[src/rtl/core/iorb_ram.sv]
// Generic single-write, single-read RAM with registered read data.
`default_nettype none

module iorb_ram #(
   parameter int WIDTH = 8,
   parameter int DEPTH = 32
) (
   input  wire logic                     clock,
   input  wire logic                     wr_en,
   input  wire logic [$clog2(DEPTH)-1:0] wr_addr,
   input  wire logic [WIDTH-1:0]         wr_data,
   input  wire logic [$clog2(DEPTH)-1:0] rd_addr,
   output      logic [WIDTH-1:0]         rd_data
);

   logic [WIDTH-1:0] mem [DEPTH];

   always_ff @(posedge clock) begin
      if (wr_en) begin
         mem[wr_addr] <= wr_data;
      end
      rd_data <= mem[rd_addr];
   end

endmodule

`default_nettype wire
[config.mk]
export PLATFORM = sky130hd
export DESIGN_NAME = iorb_ram
export DESIGN_NICKNAME = d
export VERILOG_FILES = /design/src/rtl/core/iorb_ram.sv
export SDC_FILE = /design/constraint.sdc
export NUM_CORES = 1
export LEC_CHECK = 0
export BUFFER_PORTS_ARGS = -buffer_cell sky130_fd_sc_hd__buf_4
export CAP_MARGIN = 10
export CORE_ASPECT_RATIO = 0.75
export CORE_MARGIN = 2
export CORE_UTILIZATION = 58
export DETAILED_ROUTE_END_ITERATION = 7
export GPL_TIMING_DRIVEN = 1
export PLACE_DENSITY = 0.77
export SLEW_MARGIN = 30
export SYNTH_ARGS = -nofsm -noshare
export SYNTH_HDL_FRONTEND = slang
export SYNTH_SLANG_ARGS = --single-unit
[constraint.sdc]
create_clock -name clock -period 3.7 [get_ports clock]
set_input_delay 0 -clock clock [delete_from_list [all_inputs] [get_ports clock]]
set_output_delay 0 -clock clock [all_outputs]
set_load 0.02 [all_outputs]
==> impl_metrics.xml <==
<?xml version="1.0" encoding="UTF-8"?>
<metrics>
  <group name="logic_synthesis">
    <metric name="synthSimpleGateAreaFrac" unit="%">2.07</metric>
    <metric name="synthTopCellsByArea" unit="">edfxtp_1, mux4_2, dfxtp_1</metric>
    <metric name="flip_flop_and_latch_count_after_synthesis" unit="">264</metric>
    <metric name="synth_top_cell_area_share" unit="%">76.5</metric>
    <metric name="post_syn_instances" unit="">417</metric>
    <metric name="synth-compound-area-share" unit="%">0</metric>
    <metric name="synth_cell_types" unit="">15</metric>
    <metric name="syn_nets" unit="">437</metric>
    <metric name="syn_avg_cell_area" unit="um2">24.1</metric>
    <metric name="yosys_warnings" unit="">0</metric>
    <metric name="yosys.area.top_type" unit="">edfxtp_1</metric>
    <metric name="synth-seq-area-share" unit="%">78.1</metric>
    <metric name="yosys-mux-area-fraction" unit="%">18.8</metric>
    <metric name="synth_xor_xnor_area_share" unit="%">0</metric>
    <metric name="synth_top_family_by_area" unit="">multiplexers</metric>
    <metric name="synth_fa_ha_area_share" unit="%">0</metric>
    <metric name="netlist_area" unit="um2">10100</metric>
  </group>
  <group name="critical_path">
    <metric name="cp_slowest_stage_delay" unit="ns">0.60</metric>
    <metric name="cp-start-kind" unit="">input port</metric>
    <metric name="critical_path_arrival" unit="ns">2.31</metric>
    <metric name="worst-path-buf-inv" unit="">2</metric>
    <metric name="cpMaxStageDelayCell" unit="">buf_4</metric>
    <metric name="crit_type" unit="">in -&gt; reg</metric>
    <metric name="critical_path_required" unit="ns">4.10</metric>
    <metric name="critical_path.startpoint" unit="">rd_addr[0]</metric>
    <metric name="regToRegStartpoint" unit="">mem[13][5]$_DFFE_PP_</metric>
    <metric name="worst-path-max-fanout" unit="">37</metric>
    <metric name="crit_chain" unit="">buf_4, buf_4, mux4_2, mux4_2, mux2_2</metric>
    <metric name="worst_setup_path_end_kind" unit="">flip-flop</metric>
    <metric name="timing.critical_path.max_delay_family" unit="">multiplexers</metric>
  </group>
  <group name="clocking">
    <metric name="htree_num_levels" unit="">1</metric>
    <metric name="post_cts_resize_count" unit="">0</metric>
    <metric name="cts_setup_buffers" unit="">0</metric>
    <metric name="cts_made_buffers" unit="">24</metric>
    <metric name="clock_latency" unit="ns">0.51</metric>
    <metric name="cts_max_path_buffers" unit="">3</metric>
    <metric name="clock-sinks" unit="">264</metric>
    <metric name="clock-root-buffer" unit="">clkbuf_16</metric>
    <metric name="worst_setup_hold_path_clk_slew" unit="ns">0.06</metric>
    <metric name="cts_tree" unit="">yes</metric>
  </group>
  <group name="timing">
    <metric name="final_max_slew_viol_count" unit="">0</metric>
    <metric name="fin_crit" unit="ns">1.91</metric>
    <metric name="totalNegativeSetupSlack" unit="ns">0</metric>
    <metric name="maxClockFrequency" unit="GHz">0.523</metric>
    <metric name="finalCritPeriodShare" unit="%">51.7</metric>
    <metric name="rsz0062_at_grt" unit="">no</metric>
    <metric name="finalHoldViolations" unit="">0</metric>
    <metric name="timing.final.setup_violations" unit="">0</metric>
    <metric name="maxSlewHeadroom" unit="%">36.6</metric>
    <metric name="max_slew.worst_pin.slew" unit="ns">0.948</metric>
    <metric name="clock_skew_after_layout" unit="ns">0.00800</metric>
  </group>
  <group name="floorplanning">
    <metric name="die_area" unit="um2">18400</metric>
    <metric name="floorplan.core_area" unit="um2">16900</metric>
    <metric name="die_y" unit="um">118</metric>
    <metric name="die_outline_width" unit="um">156</metric>
    <metric name="initial_core_util" unit="%">59.6</metric>
    <metric name="fp-row-count" unit="">41</metric>
    <metric name="ios" unit="">28</metric>
  </group>
  <group name="detailed_routing">
    <metric name="post_drt_via_cell_ratio" unit="">6.47</metric>
    <metric name="drc_violations" unit="">0</metric>
    <metric name="dr_total_vias" unit="">4493</metric>
    <metric name="routed_wirelength" unit="mm">19.7</metric>
    <metric name="wire_length_per_cell" unit="um">28.4</metric>
    <metric name="antenna_left" unit="">0</metric>
    <metric name="drt_iter0_drc" unit="">569</metric>
    <metric name="drt-pass1-iter-count" unit="">5</metric>
  </group>
  <group name="worst_hold_path">
    <metric name="startpoint_of_the_lowest_slack_hold_path" unit="">rd_addr[4]</metric>
    <metric name="min_path_type" unit="">in -&gt; reg</metric>
  </group>
  <group name="grt">
    <metric name="grt_first_pass_wirelength" unit="mm">29.2</metric>
    <metric name="grt_max_degree" unit="">65</metric>
    <metric name="grt_antenna_before_repair" unit="">0</metric>
    <metric name="overflow" unit="">0</metric>
    <metric name="number_of_global_route_vias_before_repair" unit="">4514</metric>
    <metric name="grt_usage" unit="%">22.4</metric>
  </group>
  <group name="placed_design">
    <metric name="gpl.final_weighted_congestion" unit="">0.832</metric>
    <metric name="hpwl" unit="mm">11.7</metric>
    <metric name="io_buffers" unit="">27</metric>
    <metric name="place_inst" unit="">641</metric>
  </group>
  <group name="layout">
    <metric name="finish.net_count" unit="">481</metric>
    <metric name="mostFrequentLayoutCell" unit="">edfxtp_1</metric>
    <metric name="layout.cells.most_common_list" unit="">edfxtp_1, mux4_2, nor2_1, buf_4, clkbuf_16</metric>
    <metric name="drive_above_1_share" unit="%">31.7</metric>
    <metric name="num_antenna_cells" unit="">0</metric>
    <metric name="layout-area-overhead-vs-synth" unit="%">12.6</metric>
    <metric name="layout.filler_cells" unit="">1029</metric>
    <metric name="layoutNonFillerInstCount" unit="">694</metric>
  </group>
  <group name="pwr">
    <metric name="power_per_cell_area" unit="nW/um2">542</metric>
    <metric name="irDropWorstVdd" unit="V">0.000309</metric>
    <metric name="cellLeakagePower" unit="nW">3.53</metric>
  </group>
  <group name="outcome">
    <metric name="run_status" unit="">finished clean</metric>
  </group>
  <group name="flow_run">
    <metric name="max-cap-violations" unit="">0</metric>
  </group>
</metrics>
-- metal layers --
metal | global-route usage [%] | routed length (um)
met1 | 36.7 | 8540
met2 | 31.6 | 8980
met3 | 4.09 | 1690
met4 | 6.14 | 471
met5 | 0 | 0
-- worst register-to-register path, cell delays in order (launching register included) --
cell and delay [ns]:
edfxtp_1 0.37, mux4_2 0.54, mux4_2 0.52, mux2_2 0.29
-- kinds of logic (layout without fill, tap and decap cells) --
logic type / Yosys count / count (layout)
mux: 88 / 88
simple gates: 45 / 45
buf+inv: 20 / 82
flops: 264 / 264
-- state kept, by name, indices dropped and copies added, names as in the netlist --
register,cells
rd_data,8
mem,256
-- metrics by stage --
step | hold WS [ns] | cell area [um2] | utilization (%) | power (mW) | worst slack (ns)
after floorplan | 0.0989 | 10100 | - | 3.59 | 1.90
after global placement | 0.387 | 10400 | 61.9 | 3.72 | 1.27
after detailed placement | 0.396 | 10400 | 61.9 | 3.73 | 1.23
after CTS | 0.0824 | 11300 | 67.1 | 6.15 | 1.76
after global routing | 0.0920 | 11300 | 67.1 | 6.29 | 1.66
final | 0.0928 | 11300 | 67.1 | 6.13 | 1.79
-- synth_stat cells --
master and number:
edfxtp_1 256, mux4_2 80, nor2_1 33, dfxtp_1 8
mux2_2 8, buf_1 6, buf_4 6, clkbuf_1 6
nand3b_1 5, or3b_2 3, nand3_1 2, buf_2 1
buf_6 1, nand2_1 1, or3_1 1
-- what timing repair did --
action,4_1_cts,5_1_grt
endpoints found under the hold margin,264,0
setup endpoints to repair,0,0
hold buffers,9,0
-- area by class of cell --
cell class	count	area (um2)	area share, %
flip-flops and latches	264	7850	69.3
multi-input cells	133	2100	18.5
clock buffers	38	704	6.22
repair buffers	38	320	2.83
well taps	215	269	2.38
clock inverters	6	77.6	0.685
-- where the power goes --
part	internal (mW)	total, mW	switching (mW)	leakage (nW)
registers	3.32	3.34	0.0132	2.37
clock network	1.44	2.46	1.01	0.381
logic	0.151	0.337	0.186	0.775
-- final timing paths --
| check | slack [ns] | end | cells after the start |
|---|---|---|---|
| max | 1.79 | rd_data[3]$_DFF_P_ | 5 |
| min | 0.09 | rd_data[6]$_DFF_P_ | 3 |
| max reg2reg | 1.86 | rd_data[5]$_DFF_P_ | 3 |
| min reg2reg | 0.92 | rd_data[4]$_DFF_P_ | 3 |
(Power assumes the default switching activity.)
